## src/hw/rtl/rtpv_pkg.sv

```systemverilog
// Shared types and constants for the RTP flow header validator.
package rtpv_pkg;

  localparam logic [15:0] MIN_HEADER_LEN = 16'd12;
  localparam logic [1:0]  MAX_VERSION    = 2'd2;

  localparam logic [6:0] MAX_PT_RESET    = 7'd34;
  localparam logic [7:0] NEEDED_RESET    = 8'd3;

  localparam int unsigned CFG_INDEX_W = 8;

  localparam logic [CFG_INDEX_W-1:0] CFG_MAX_PAYLOAD_TYPE = CFG_INDEX_W'(0);
  localparam logic [CFG_INDEX_W-1:0] CFG_PACKETS_NEEDED   = CFG_INDEX_W'(1);

  typedef enum logic [1:0] {
    VERDICT_IN_PROCESS = 2'd0,
    VERDICT_INVALID    = 2'd1,
    VERDICT_RTP        = 2'd2
  } verdict_t;

  typedef struct packed {
    logic [15:0] packet_length;
    logic        from_initiator;
    logic [1:0]  rtp_version;
    logic [6:0]  payload_kind;
    logic [15:0] sequence_number;
    logic [31:0] time_stamp;
    logic [31:0] source_id;
  } header_t;

  typedef struct packed {
    logic [6:0] max_payload_type;
    logic [7:0] packets_needed;
  } cfg_t;

  typedef struct packed {
    logic [15:0] seq_last;
    logic [31:0] time_last;
    logic [31:0] source;
    logic [7:0]  packets;
  } dir_state_t;

endpackage

```

## src/hw/rtl/rtpv_hdr_if.sv

```systemverilog
// Decoded packet header channel.
interface rtpv_hdr_if;
  logic        valid;
  logic        ready;
  logic [15:0] packet_length;
  logic        from_initiator;
  logic [1:0]  rtp_version;
  logic [6:0]  payload_kind;
  logic [15:0] sequence_number;
  logic [31:0] time_stamp;
  logic [31:0] source_id;

  modport source (
    output valid, packet_length, from_initiator, rtp_version, payload_kind,
           sequence_number, time_stamp, source_id,
    input  ready
  );
  modport sink (
    input  valid, packet_length, from_initiator, rtp_version, payload_kind,
           sequence_number, time_stamp, source_id,
    output ready
  );
endinterface

```

## src/hw/rtl/rtpv_res_if.sv

```systemverilog
// Verdict result channel.
interface rtpv_res_if;
  logic       valid;
  logic       ready;
  logic [1:0] verdict;

  modport source (output valid, verdict, input ready);
  modport sink (input valid, verdict, output ready);
endinterface

```

## src/hw/rtl/rtpv_cfg_if.sv

```systemverilog
// Configuration register write channel.
interface rtpv_cfg_if;
  logic       valid;
  logic       ready;
  logic [7:0] index;
  logic [7:0] data;

  modport source (output valid, index, data, input ready);
  modport sink (input valid, index, data, output ready);
endinterface

```

## src/hw/rtl/rtpv_flow.sv

```systemverilog
// Per-direction flow state and verdict logic for one header per cycle while advance is high.
module rtpv_flow import rtpv_pkg::*; (
  input  logic     clk,
  input  logic     rst,
  input  logic     advance,
  input  header_t  hdr,
  input  cfg_t     cfg,
  output verdict_t verdict
);

  logic       continuing;
  logic       continuing_next;
  dir_state_t dir_state [2];
  dir_state_t cur;
  dir_state_t cur_next;
  logic [15:0] seq_inc;
  logic [7:0]  count_inc;
  logic        bad_header;
  logic        mismatch;

  assign cur       = dir_state[hdr.from_initiator];
  assign seq_inc   = cur.seq_last + 16'd1;
  assign count_inc = cur.packets + 8'd1;

  assign bad_header = (hdr.packet_length < MIN_HEADER_LEN) ||
                      (hdr.rtp_version > MAX_VERSION) ||
                      (hdr.payload_kind > cfg.max_payload_type);
  assign mismatch   = (hdr.sequence_number != seq_inc) ||
                      (hdr.source_id != cur.source) ||
                      (hdr.time_stamp < cur.time_last);

  always_comb begin
    cur_next        = cur;
    continuing_next = continuing;
    verdict         = VERDICT_IN_PROCESS;
    priority if (hdr.packet_length == 16'd0) begin
      verdict = VERDICT_IN_PROCESS;
    end else if (bad_header) begin
      verdict = VERDICT_INVALID;
    end else if (!continuing) begin
      cur_next.seq_last  = hdr.sequence_number;
      cur_next.time_last = hdr.time_stamp;
      cur_next.source    = hdr.source_id;
      cur_next.packets   = count_inc;
      continuing_next    = 1'b1;
      verdict            = VERDICT_IN_PROCESS;
    end else begin
      cur_next.seq_last = seq_inc;
      if (mismatch) begin
        verdict = VERDICT_INVALID;
      end else begin
        cur_next.time_last = hdr.time_stamp;
        cur_next.packets   = count_inc;
        verdict = (count_inc < cfg.packets_needed) ? VERDICT_IN_PROCESS : VERDICT_RTP;
      end
    end
  end

  always_ff @(posedge clk) begin
    if (rst) begin
      continuing   <= 1'b0;
      dir_state[0] <= '0;
      dir_state[1] <= '0;
    end else if (advance) begin
      continuing                     <= continuing_next;
      dir_state[hdr.from_initiator]  <= cur_next;
    end
  end

endmodule

```

## src/hw/rtl/rtp_flow_header_validator_unit.sv

```systemverilog
// Top level of the RTP flow header validator.
//
// Takes one decoded UDP packet header per transaction on hdr and returns one
// verdict per header on res, in order: in process, invalid, or RTP detected.
// Configuration (max payload type, packets needed) is written on cfg, which
// is always ready; write it only while no header is in flight.
//
// A verdict becomes valid in the result register after its header is
// accepted: the header lands in an input register, the flow state is
// checked and updated in one pass from that register into the result
// register. One header per cycle is sustained while res is ready; the
// input register and the result register hold one transaction each, so
// a header is taken into an empty input register while a verdict waits.
//
// Reset clears both pipeline stages, the flow state and restores the
// configuration defaults (34 and 3). When res stalls, the verdict holds,
// the input register holds its header and hdr deasserts ready once full.
module rtp_flow_header_validator_unit import rtpv_pkg::*; (
  input logic           clk,
  input logic           rst,
  rtpv_hdr_if.sink      hdr,
  rtpv_cfg_if.sink      cfg,
  rtpv_res_if.source    res
);

  cfg_t     cfg_q;
  header_t  hdr_q;
  logic     in_valid;
  logic     out_valid;
  verdict_t verdict_q;
  verdict_t verdict_comb;
  logic     advance;

  assign advance   = in_valid && (!out_valid || res.ready);
  assign hdr.ready = !in_valid || advance;
  assign cfg.ready = 1'b1;
  assign res.valid   = out_valid;
  assign res.verdict = verdict_q;

  always_ff @(posedge clk) begin
    if (rst) begin
      cfg_q.max_payload_type <= MAX_PT_RESET;
      cfg_q.packets_needed   <= NEEDED_RESET;
    end else if (cfg.valid) begin
      if (cfg.index == CFG_MAX_PAYLOAD_TYPE) begin
        cfg_q.max_payload_type <= cfg.data[6:0];
      end else if (cfg.index == CFG_PACKETS_NEEDED) begin
        cfg_q.packets_needed <= cfg.data;
      end
    end
  end

  always_ff @(posedge clk) begin
    if (rst) begin
      in_valid  <= 1'b0;
      out_valid <= 1'b0;
    end else begin
      if (hdr.valid && hdr.ready) begin
        in_valid <= 1'b1;
      end else if (advance) begin
        in_valid <= 1'b0;
      end
      if (advance) begin
        out_valid <= 1'b1;
      end else if (res.ready) begin
        out_valid <= 1'b0;
      end
    end
  end

  always_ff @(posedge clk) begin
    if (hdr.valid && hdr.ready) begin
      hdr_q.packet_length   <= hdr.packet_length;
      hdr_q.from_initiator  <= hdr.from_initiator;
      hdr_q.rtp_version     <= hdr.rtp_version;
      hdr_q.payload_kind    <= hdr.payload_kind;
      hdr_q.sequence_number <= hdr.sequence_number;
      hdr_q.time_stamp      <= hdr.time_stamp;
      hdr_q.source_id       <= hdr.source_id;
    end
    if (advance) begin
      verdict_q <= verdict_comb;
    end
  end

  rtpv_flow u_flow (
    .clk     (clk),
    .rst     (rst),
    .advance (advance),
    .hdr     (hdr_q),
    .cfg     (cfg_q),
    .verdict (verdict_comb)
  );

  a_advance_fills_output: assert property (@(posedge clk) disable iff (rst)
    advance |=> out_valid)
    else $error("checked header did not reach the result register");

  a_empty_in_process: assert property (@(posedge clk) disable iff (rst)
    advance && (hdr_q.packet_length == 16'd0) |=> (res.verdict == VERDICT_IN_PROCESS))
    else $error("empty packet did not give in-process");

  a_stall_only_when_full: assert property (@(posedge clk) disable iff (rst)
    !hdr.ready |-> (in_valid && out_valid && !res.ready))
    else $error("header channel stalled without a full pipeline");

endmodule
```

## src/flat_wrapper.sv

```systemverilog
// flat-port wrapper written by rule: the top's interface ports become plain ports
module rtp_flow_header_validator_unit_flat import rtpv_pkg::*;
  (clk, rst, hdr_valid, hdr_packet_length, hdr_from_initiator, hdr_rtp_version, hdr_payload_kind, hdr_sequence_number, hdr_time_stamp, hdr_source_id, hdr_ready, cfg_valid, cfg_index, cfg_data, cfg_ready, res_valid, res_verdict, res_ready);
  rtpv_hdr_if hdr_i ();
  rtpv_cfg_if cfg_i ();
  rtpv_res_if res_i ();
  input logic clk;
  input logic rst;
  input wire logic [$bits(hdr_i.valid)-1:0] hdr_valid;
  input wire logic [$bits(hdr_i.packet_length)-1:0] hdr_packet_length;
  input wire logic [$bits(hdr_i.from_initiator)-1:0] hdr_from_initiator;
  input wire logic [$bits(hdr_i.rtp_version)-1:0] hdr_rtp_version;
  input wire logic [$bits(hdr_i.payload_kind)-1:0] hdr_payload_kind;
  input wire logic [$bits(hdr_i.sequence_number)-1:0] hdr_sequence_number;
  input wire logic [$bits(hdr_i.time_stamp)-1:0] hdr_time_stamp;
  input wire logic [$bits(hdr_i.source_id)-1:0] hdr_source_id;
  output wire logic [$bits(hdr_i.ready)-1:0] hdr_ready;
  input wire logic [$bits(cfg_i.valid)-1:0] cfg_valid;
  input wire logic [$bits(cfg_i.index)-1:0] cfg_index;
  input wire logic [$bits(cfg_i.data)-1:0] cfg_data;
  output wire logic [$bits(cfg_i.ready)-1:0] cfg_ready;
  output wire logic [$bits(res_i.valid)-1:0] res_valid;
  output wire logic [$bits(res_i.verdict)-1:0] res_verdict;
  input wire logic [$bits(res_i.ready)-1:0] res_ready;
  assign hdr_i.valid = hdr_valid;
  assign hdr_i.packet_length = hdr_packet_length;
  assign hdr_i.from_initiator = hdr_from_initiator;
  assign hdr_i.rtp_version = hdr_rtp_version;
  assign hdr_i.payload_kind = hdr_payload_kind;
  assign hdr_i.sequence_number = hdr_sequence_number;
  assign hdr_i.time_stamp = hdr_time_stamp;
  assign hdr_i.source_id = hdr_source_id;
  assign hdr_ready = hdr_i.ready;
  assign cfg_i.valid = cfg_valid;
  assign cfg_i.index = cfg_index;
  assign cfg_i.data = cfg_data;
  assign cfg_ready = cfg_i.ready;
  assign res_valid = res_i.valid;
  assign res_verdict = res_i.verdict;
  assign res_i.ready = res_ready;
  rtp_flow_header_validator_unit u_core (.clk(clk), .rst(rst), .hdr(hdr_i), .cfg(cfg_i), .res(res_i));
endmodule
```

## config.mk

```make
export PLATFORM = sky130hd
export DESIGN_NAME = rtp_flow_header_validator_unit_flat
export DESIGN_NICKNAME = d
export VERILOG_FILES = /design/src/hw/rtl/rtpv_pkg.sv /design/src/hw/rtl/rtpv_hdr_if.sv /design/src/hw/rtl/rtpv_res_if.sv /design/src/hw/rtl/rtpv_cfg_if.sv /design/src/hw/rtl/rtpv_flow.sv /design/src/hw/rtl/rtp_flow_header_validator_unit.sv /design/src/flat_wrapper.sv
export SDC_FILE = /design/constraint.sdc
export NUM_CORES = 1
export LEC_CHECK = 0
export ABC_AREA = 1
export BUFFER_PORTS_ARGS = -buffer_cell sky130_fd_sc_hd__buf_2
export CAP_MARGIN = 20
export CORE_ASPECT_RATIO = 1.75
export CORE_MARGIN = 1
export CORE_UTILIZATION = 30
export CTS_BUF_LIST = sky130_fd_sc_hd__clkbuf_16
export CTS_CLUSTER_SIZE = 28
export DETAILED_ROUTE_END_ITERATION = 16
export GPL_ROUTABILITY_DRIVEN = 0
export PLACE_DENSITY = 0.54
export SYNTH_ARGS = -nofsm -noshare
export SYNTH_HDL_FRONTEND = slang
export SYNTH_SLANG_ARGS = --single-unit
export TNS_END_PERCENT = 10
```

## constraint.sdc

```tcl
create_clock -name clk -period 3.47 [get_ports clk]
set_clock_uncertainty 0.15 [all_clocks]
set_input_delay 0 -clock clk [delete_from_list [all_inputs] [get_ports clk]]
set_output_delay 0 -clock clk [all_outputs]
set_load 0.02 [all_outputs]
```

==> results of run 1 <==
repair_timing:
item / CTS / global route
endpoints found under the setup margin: 81 / 82
resized for setup: 2 / 75
buffers inserted: 0 / 7
hold endpoints to repair: 141 / 0
cloned: 0 / 11
pin swaps: 0 / 27
hold buffers: 230 / 0
power by group through the flow:
| stage | Clock [uW] | Combinational (uW) | Sequential [uW] |
|---|---|---|---|
| final | 3350 | 1570 | 4300 |
| after global routing | 3580 | 1750 | 4320 |
| after CTS | 3450 | 1460 | 4300 |
| after detailed placement | 0 | 1260 | 4370 |
| after global placement | 0 | 1240 | 4370 |
| after floorplan | 0 | 820 | 4350 |
area by class of cell:
type                       instances  share of cell area (%)
sequential                       303                    42.1
multi-input combinational       1121                    27.4
timing repair buffer             446                    18.5
tap                              666                    3.93
clock buffer                      31                    3.66
inverter                         192                    3.43
clock inverter                    24                    1.02
antenna                            1                  0.0118
state kept, by name (all words and copies together) (netlist names), named ones only:
register                  cells
u_core.u_flow.continuing      1
u_core.u_flow.dir_state     176
u_core.res.verdict            2
u_core.in_valid               1
u_core.res.valid              1
u_core.cfg_q                 15
u_core.hdr_q                106
worst max-delay path, cell delays in order (launching register included):
cell and delay [ns]:
dfxtp_4 0.40, buf_6 0.15, buf_4 0.15, clkbuf_16 0.17, or2_2 0.31, nand3b_1 0.11
nand4_1 0.13, nor2_1 0.15, nand3_2 0.11, nor2_4 0.19, nand3_2 0.12, nor2_4 0.13
nand4_1 0.15, nand2_4 0.24, clkbuf_16 0.21, nand3b_1 0.09, nand2_1 0.13, nor2_1 0.05
metrics by stage:
stage                     utilization, %  std cells  power (uW)  instance area (um^2)
final                               41.8       2784        9220                 21200
after CTS                           40.6       2765        9210                 20600
after global routing                41.8       2784        9650                 21200
after global placement              34.1       2480        5610                 17300
after floorplan                        -       1679        5170                 15500
after detailed placement            34.1       2480        5630                 17300
per-layer routing:
metal	vias up	track usage [%]
li1	6429	-
met1	6154	16.8
met2	273	32.8
met3	111	1.54
met4	0	8.27
met5	-	0
cell families (layout without fill, tap and decap cells):
kind of cell | count (synthesis) | count (layout) | share of synthesized area [%]
AOI/OAI and AO/OA | 168 | 168 | 6.32
xor gates and xnor gates | 8 | 8 | 0.453
buffers and inverters | 255 | 693 | 6.67
DFF | 303 | 303 | 57.6
muxes | 32 | 32 | 2.07
other | 1 | 2 | 0.0242
and+or+nand+nor | 865 | 865 | 23.1
adders and majority gates | 47 | 47 | 3.80
worst max path at each step:
stage / from / to / slack (ns) / cells after the start
2_1_floorplan: u_core.res.valid / u_core.u_flow.dir_state[0][0] / -0.47 / 7
4_1_cts: flop / u_core.u_flow.dir_state[0][52] / 0.02 / 18
6_report: flop / u_core.u_flow.dir_state[1][47] / 0.05 / 17
3_3_place_gp: flop / u_core.u_flow.dir_state[0][51] / -0.09 / 18
3_5_place_dp: flop / u_core.u_flow.dir_state[0][46] / -0.11 / 18
5_1_grt: flop / u_core.u_flow.dir_state[0][50] / -0.08 / 23
cells in the final DEF (no fill, tap or decap), drive strengths merged, types with 8 or more instances in the layout:
cell type    instances
a21oi               41
buf                208
clkbuf              39
clkinv              11
dfxtp               19
dlygate4sd3        230
edfxtp             284
ha                  47
inv                200
mux2i               32
nand2              465
nand3               58
nand3b              37
nand4               19
nor2               262
o211ai              20
o21ai               75
or2                  8
==> impl_metrics.yaml, run 1 <==
status:
  outcome: "complete, no violations"
route:
  drc_errors: 0
  drt_iter0_drc: 597
  ant_nets: 0
  met3WireLength_mm: 1.30
  vias: 13000
  wl_met1_mm: 16.8
  dr.max_layer_used: "met4"
  dr.pass1.iters: 5
  vias_per_cell: 4.66
  wl_mm: 45.1
  wl_per_cell_um: 16.2
  dr_wl_met2_mm: 25.0
sta:
  slew_viol_final: 0
  hold_viol: 0
  period_needed_ns: 3.42
  finalSetupViolations: 0
  holdWs_ns: 0.0301
  fin_crit_sh_pct: 98.5
  setup_tns_ns: 0
  fmax_mhz: 292
  setup_slack_ns: 0.0507
  tightestPinTransition_ns: 0.702
  slew_headroom_pct: 53.2
  grt_setup_unrepaired: "yes"
power:
  pwr-share-seq_pct: 46.6
  leakage_uw: 0.00908
  swShare_pct: 26.2
  clkPwrFrac_pct: 36.3
  p_int_uw: 6800
  p_switching_uw: 2420
  power_density_nw_per_um2: 435
  p_comb_share_pct: 17.1
  vdd_drop_max_v: 0.000357
min_path:
  hp-class: "primary input to flop"
  hold_depth: 2
  worstHoldStart: "hdr_source_id[31]"
  holdPathEnd: "u_core.hdr_q[31]"
yosys:
  avgSynthCellArea_um2: 9.22
  ys_top_cells_by_area: "edfxtp_1 (55%), nand2_1 (11%), nor2_1 (6.3%)"
  yosys_most_used_dff: "edfxtp_1"
  yosysSeqAreaShare_pct: 57.6
  synth.top_cell.area_share_pct: 55.1
  yosys_warnings: 0
  ys_async_sr_fraction_pct: 0
  yosys.area.top_type: "edfxtp_1"
  netlist_top_cells_count: "nand2_1 (463), edfxtp_1 (284), nor2_1 (260), inv_1 (187), o21ai_0 (72)"
  synth_area_um2: 15500
  syn_inst: 1679
  synth_seq_cells: 303
  synth.most_common_cell: "nand2_1"
  ys_types: 43
  synth_nets: 1853
  synth_edf_count: 284
critical_path:
  reg2reg_to: "u_core.u_flow.dir_state[1][47]"
  critPathArrivalTime_ns: 3.58
  rr_worst_depth: 17
  cp_data_required_time_ns: 3.63
  cp-start-kind: "flop"
  worst-r2r-setup-slack_ns: 0.05
  crit_type: "flop to flop"
  endpoint_kind: "flop"
  cp_max_fo: 11
cts:
  clk_latency_ns: 0.58
  cts_root_buf: "clkbuf_16"
  cts_sinks: 303
  clkTransAtPathRegs_ns: 0.07
  clock_path_buffers: 3
  htree_levels: 1
  cts_tree: "yes"
  cts_inserted_buffers: 31
placed_design:
  portBuffers: 130
  dpl.hpwl_mm: 28.2
  post-place-ws_ns: -0.111
floorplanning:
  dieHeight_um: 302
  core_area_um2: 50700
  die_area_um2: 52500
  die_width_um: 174
  pin_count: 132
  start_util_pct: 30.5
  rows: 109
cells_and_area:
  final_net_count: 2269
  drive_gt1_share_pct: 15.5
  ff_latch_area_um2: 8910
  n_fill_cell: 5000
  synthToLayoutAreaGrowth_pct: 36.9
  multi_input_area_um2: 5790
global_routing:
  antenna_found_initial: 1
  grt_max_degree: 72
  grt_usage_pct: 16.4
  grt_pass1_wl_mm: 67.7
  grt_overflow: 0
  grt_pass1_vias: 13300
run:
  drv_cap: 0
(Power assumes the default switching activity.)
==> inputs of run 2 (changes only) <==
--- a/config.mk
+++ b/config.mk
@@ -16,6 +16,7 @@
 export DETAILED_ROUTE_END_ITERATION = 16
 export GPL_ROUTABILITY_DRIVEN = 0
 export PLACE_DENSITY = 0.54
+export RECOVER_POWER = 50
 export SYNTH_ARGS = -nofsm -noshare
 export SYNTH_HDL_FRONTEND = slang
 export SYNTH_SLANG_ARGS = --single-unit
==> constraint.sdc (replaced) <==
create_clock -name clk -period 3.05 [get_ports clk]
set_clock_uncertainty 0.15 [all_clocks]
set_input_delay 0 -clock clk [delete_from_list [all_inputs] [get_ports clk]]
set_output_delay 0 -clock clk [all_outputs]
set_load 0.02 [all_outputs]
==> run 2 against run 1 <==
Against the previous run: the flow now finishes with violations (setup timing); clock-buffer cell count unchanged; sequential cell count stayed put; clock power is 15% higher; final cell count increased by 5.2%; hold slack worse by 0.0016 ns; wire length rose by 3.0%; die area unchanged; via count rose by 4.0%; sequential power grew 14%; sequential share of layout area is 2.7 points lower; power rose by 18%.
==> impl_metrics.yaml, run 2 (synthesis results as in run 1) <==
floorplanning:
  pin_count: 132
  dieHeight_um: 302
  die_width_um: 174
  core_area_um2: 50700
  die_area_um2: 52500
  rows: 109
  start_util_pct: 30.5
sta:
  setup_slack_ns: -0.176
  tightestPinTransition_ns: 1.11
  period_needed_ns: 3.23
  slew_viol_final: 0
  slew_headroom_pct: 25.6
  hold_viol: 0
  grt_setup_unrepaired: "yes"
  finalSetupViolations: 82
  fin_crit_sh_pct: 106
  fmax_mhz: 310
cts:
  clock_path_buffers: 3
  cts_sinks: 303
  clk_latency_ns: 0.58
  htree_levels: 1
  clkTransAtPathRegs_ns: 0.06
  cts_tree: "yes"
  cts_root_buf: "clkbuf_16"
  cts_inserted_buffers: 31
status:
  outcome: "complete, but fails checks"
  violations: "setup timing"
critical_path:
  cp_max_fo: 25
  crit_type: "flop to flop"
  cp-start-kind: "flop"
  worst-r2r-setup-slack_ns: -0.18
  endpoint_kind: "flop"
  reg2reg_to: "u_core.u_flow.dir_state[0][53]"
  rr_worst_depth: 19
  critPathArrivalTime_ns: 3.37
  cp_data_required_time_ns: 3.19
global_routing:
  grt_pass1_wl_mm: 71.8
  grt_usage_pct: 17.6
  grt_overflow: 0
  grt_pass1_vias: 13800
  antenna_found_initial: 1
  grt_max_degree: 63
route:
  vias: 13500
  drt_iter0_drc: 724
  dr.pass1.iters: 5
  vias_per_cell: 4.60
  ant_nets: 0
  wl_mm: 46.5
  drc_errors: 0
  wl_per_cell_um: 15.9
min_path:
  holdPathEnd: "u_core.hdr_q[37]"
  hold_depth: 2
  worstHoldStart: "hdr_time_stamp[5]"
  hp-class: "primary input to flop"
placed_design:
  portBuffers: 130
  dpl.cell_count: 2614
  postPlaceCellArea_um2: 18400
  dpl.hpwl_mm: 29.5
cells_and_area:
  largest-register: "u_core.u_flow.dir_state"
  finish.utilization_pct: 44.6
  final_area_um2: 22600
  drive_gt1_share_pct: 21.6
  top_regs: "u_core.u_flow.dir_state: 176 flops, u_core.hdr_q: 106 flops, u_core.cfg_q: 15 flops"
  largest_register_ffs: 176
  final_cell_mix: "nand2_1 (428), edfxtp_1 (284), nor2_1 (240)"
  synthToLayoutAreaGrowth_pct: 46.1
  fin_cells: 2930
  final_net_count: 2415
  final_common_cell: "nand2_1"
power:
  power_density_nw_per_um2: 480
  p_total_uw: 10900
  leakage_uw: 0.00978
  vdd_drop_max_v: 0.000447
run:
  drv_cap: 0
## run 2: changes by cell type in the layout (fill, tap and decap cells not counted), moves of 5 or more
cell           change
dlygate4sd3_1      +8
mux2i_4            +6
clkbuf_1          +14
ha_1               -5
clkbuf_16          -7
buf_4            +128
buf_16             +5
nand2_2           +13
buf_12             +5
nand2_1           -14
buf_2             -11
mux2i_1            -9
## run 2: critical path: stages (launching register included)
cell and delay (ns):
dfxtp_4 0.44, buf_6 0.16, nand2_4 0.06, o21ai_4 0.08, ha_4 0.24, xnor2_4 0.16, nand2_2 0.07, nor2_2 0.11
nand2_1 0.06, nor2_1 0.11, nand3_2 0.11, nor2_4 0.17, nand3_2 0.11, nor2_4 0.11, nand4_1 0.16, nand2_4 0.18
buf_12 0.20, nand3b_1 0.10, nand2_1 0.09, nor2_1 0.04
## run 2: routing by layer
layer / up-vias / GRT usage (%) / routed length [um]
li1: 6721 / - / -
met1: 6377 / 17.7 / 17200
met2: 288 / 35.3 / 25800
met3: 98 / 1.82 / 1460
met4: 0 / 9.17 / 2080
met5: - / 0 / 0
## run 2: area by class of cell
type                    count  area [um^2]
fillers                  4844        28100
clock inverters            24          235
inverters                 192          729
multi-input cells        1121         6040
repair buffers            592         5080
clock buffers              31          776
well taps                 666          833
flip-flops and latches    303         8910
diodes                      1         2.50
## run 2: worst max path at each step
stage | start | end | slack (ns) | cells after the start
CTS | flop | u_core.u_flow.dir_state[1][1] | -0.14 | 20
global route | flop | u_core.u_flow.dir_state[0][54] | -0.36 | 21
detailed placement | u_core.u_flow.dir_state[1][73] | u_core.u_flow.dir_state[1][69] | -0.42 | 18
finish | flop | u_core.u_flow.dir_state[0][53] | -0.18 | 19
floorplan | flop | u_core.u_flow.dir_state[0][41] | -0.37 | 18
global placement | u_core.u_flow.dir_state[1][73] | u_core.u_flow.dir_state[1][1] | -0.41 | 18
## run 2: where the power goes
part / internal [uW] / switching (uW) / total [uW]
logic: 1020 / 1090 / 2120
clock network: 2250 / 1600 / 3850
registers: 4790 / 112 / 4900
## run 2: through the flow
step,setup TNS (ns),worst slack (ns),hold WS (ns)
global route,-26.12,-0.359,0.0246
CTS,-8.51,-0.143,0.00147
finish,-10.75,-0.176,0.0285
detailed placement,-30.51,-0.423,0.0281
floorplan,-30.25,-0.370,-0.0511
global placement,-29.65,-0.410,0.0270
## run 2: repair_timing
item / 4_1_cts / 5_1_grt
hold endpoints to repair: 139 / 1
resized for setup: 108 / 39
hold buffers: 237 / 1
pin swaps: 23 / 35
endpoints found under the setup margin: 82 / 82
cloned: 6 / 1
buffers inserted: 14 / 2
==> inputs of run 3 (changes only) <==
--- a/config.mk
+++ b/config.mk
@@ -11,12 +11,13 @@
 export CORE_ASPECT_RATIO = 1.75
 export CORE_MARGIN = 1
 export CORE_UTILIZATION = 30
-export CTS_BUF_LIST = sky130_fd_sc_hd__clkbuf_16
+export CTS_BUF_LIST = sky130_fd_sc_hd__clkbuf_2 sky130_fd_sc_hd__clkbuf_4 sky130_fd_sc_hd__clkbuf_8
 export CTS_CLUSTER_SIZE = 28
 export DETAILED_ROUTE_END_ITERATION = 16
 export GPL_ROUTABILITY_DRIVEN = 0
 export PLACE_DENSITY = 0.54
 export RECOVER_POWER = 50
+export SLEW_MARGIN = 5
 export SYNTH_ARGS = -nofsm -noshare
 export SYNTH_HDL_FRONTEND = slang
 export SYNTH_SLANG_ARGS = --single-unit
==> run 3 against run 2 <==
Against the previous run: the flow still finishes with violations (setup timing); clock-buffer cell count is 28 higher; final cell count is 1.3% higher; first-iteration DRC count decreased by 13%; hold slack worse by 0.0015 ns; clock power about the same; worst setup slack got worse by 0.19 ns; via count is 1.6% higher; sequential share of layout area down 0.087 points; global-route usage fell by 0.55 points; sequential power is essentially flat; critical path depth down 2.
==> impl_metrics.yaml, run 3 (synthesis results as in run 1) <==
critical_path:
  cp-start-kind: "flop"
  cp_max_fo: 15
  critPathArrivalTime_ns: 3.61
  crit_type: "flop to flop"
  endpoint_kind: "flop"
  cp_data_required_time_ns: 3.24
  worst-r2r-setup-slack_ns: -0.36
placed_design:
  portBuffers: 130
  dpl.cell_count: 2614
  dpl.hpwl_mm: 29.5
  post-place-ws_ns: -0.423
  postPlaceCellArea_um2: 18400
cts:
  cts_sinks: 303
  htree_levels: 2
  cts_inserted_buffers: 48
  cts_root_buf: "clkbuf_8"
  clock_path_buffers: 3
  cts_tree: "yes"
  clk_latency_ns: 0.62
  clkTransAtPathRegs_ns: 0.07
status:
  outcome: "complete, but fails checks"
  violations: "setup timing"
cells_and_area:
  multi_input_area_um2: 6000
  final_net_count: 2435
  n_fill_cell: 4858
  synthToLayoutAreaGrowth_pct: 46.5
  ff_latch_area_um2: 8910
  fin_cells: 2967
  final_common_cell: "nand2_1"
  final_area_um2: 22700
  final_cell_mix: "nand2_1 (442), edfxtp_1 (284), nor2_1 (240)"
  largest-register: "u_core.u_flow.dir_state"
  top_regs: "u_core.u_flow.dir_state: 176 flops, u_core.hdr_q: 106 flops, u_core.cfg_q: 15 flops"
  largest_register_ffs: 176
  drive_gt1_share_pct: 22.7
floorplanning:
  pin_count: 132
  die_area_um2: 52500
  dieHeight_um: 302
  rows: 109
  core_area_um2: 50700
  start_util_pct: 30.5
  die_width_um: 174
route:
  wl_per_cell_um: 15.8
  drt_iter0_drc: 630
  drc_errors: 0
  vias_per_cell: 4.62
  ant_nets: 0
  vias: 13700
  wl_mm: 46.9
  dr.pass1.iters: 5
sta:
  grt_setup_unrepaired: "yes"
  fmax_mhz: 293
  period_needed_ns: 3.41
  slew_headroom_pct: 25.7
  hold_viol: 0
  setup_slack_ns: -0.363
  finalSetupViolations: 82
  tightestPinTransition_ns: 1.11
  setup_tns_ns: -24.51
  fin_crit_sh_pct: 112
  slew_viol_final: 0
min_path:
  hp-class: "primary input to flop"
power:
  p_switching_uw: 2940
  p_comb_share_pct: 19.6
  clkPwrFrac_pct: 35.2
  p_int_uw: 7890
  leakage_uw: 0.00984
  power_density_nw_per_um2: 478
  swShare_pct: 27.1
  vdd_drop_max_v: 0.000387
  pwr-share-seq_pct: 45.2
global_routing:
  grt_max_degree: 63
  grt_overflow: 0
  grt_usage_pct: 17.1
  grt_pass1_vias: 13800
  antenna_found_initial: 2
  grt_pass1_wl_mm: 70.1
run:
  drv_cap: 0
==> run 3: power by group through the flow <==
stage | Clock, uW | Combinational [uW] | Sequential, uW
2_1_floorplan | 0 | 935 | 4940
3_3_place_gp | 0 | 1660 | 4960
3_5_place_dp | 0 | 1680 | 4970
4_1_cts | 3950 | 1960 | 4890
5_1_grt | 4090 | 2340 | 4920
6_report | 3820 | 2120 | 4900
==> run 3: cell type report <==
cell class / instances / share of cell area, %
multi-input cells: 1121 / 26.5
diodes: 2 / 0.0221
well taps: 666 / 3.68
flip-flops and latches: 303 / 39.3
clock inverters: 29 / 1.23
clock buffers: 59 / 3.33
inverters: 192 / 3.20
repair buffers: 595 / 22.7
==> run 3: final timing paths <==
path | start | to | cells past startpoint
setup reg to reg | flop | u_core.u_flow.dir_state[0][64] | 17
hold / removal | hdr_time_stamp[4] | u_core.hdr_q[36] | 2
hold reg to reg | u_core.cfg_q[11] | u_core.cfg_q[11] | 2
setup / recovery | flop | u_core.u_flow.dir_state[0][64] | 17
==> run 3: per-stage QoR <==
stage	hold WS, ns	power [uW]	utilization (%)
global placement	0.0270	6620	36.3
finish	0.0269	10800	44.7
floorplan	-0.0511	5870	-
detailed placement	0.0281	6650	36.3
CTS	0.00602	10800	43.4
global route	0.0293	11300	44.7
==> run 3: critical path: stages, from the launching register on <==
cell       delay [ns]
dfxtp_4          0.40
buf_12           0.14
clkbuf_16        0.16
buf_12           0.14
buf_4            0.15
mux2i_4          0.19
ha_4             0.27
nand4_1          0.20
nor4b_4          0.32
nand2_1          0.10
nand2_2          0.09
nand4_1          0.13
nand2_4          0.22
buf_12           0.13
buf_12           0.13
nand3b_1         0.09
nand2_1          0.10
nor2_1           0.05
==> run 3: routing by layer <==
| metal | routed length [um] | share of wire, % | vias up | GRT usage (%) |
|---|---|---|---|---|
| met5 | 0 | 0 | - | 0 |
| met4 | 2390 | 5.1 | 0 | 9.15 |
| met3 | 1760 | 3.8 | 145 | 2.18 |
| met2 | 25900 | 55 | 329 | 34.0 |
| met1 | 16900 | 36 | 6447 | 16.9 |
| li1 | - | - | 6776 | - |
==> run 3: timing repair <==
| item | CTS | global route |
|---|---|---|
| pin swaps | 1 | 45 |
| hold endpoints to repair | 139 | 0 |
| gates resized for setup | 41 | 77 |
| buffers inserted | 4 | 9 |
| hold buffers | 237 | 0 |
| setup endpoints to repair | 82 | 82 |
| gates cloned | 1 | 12 |
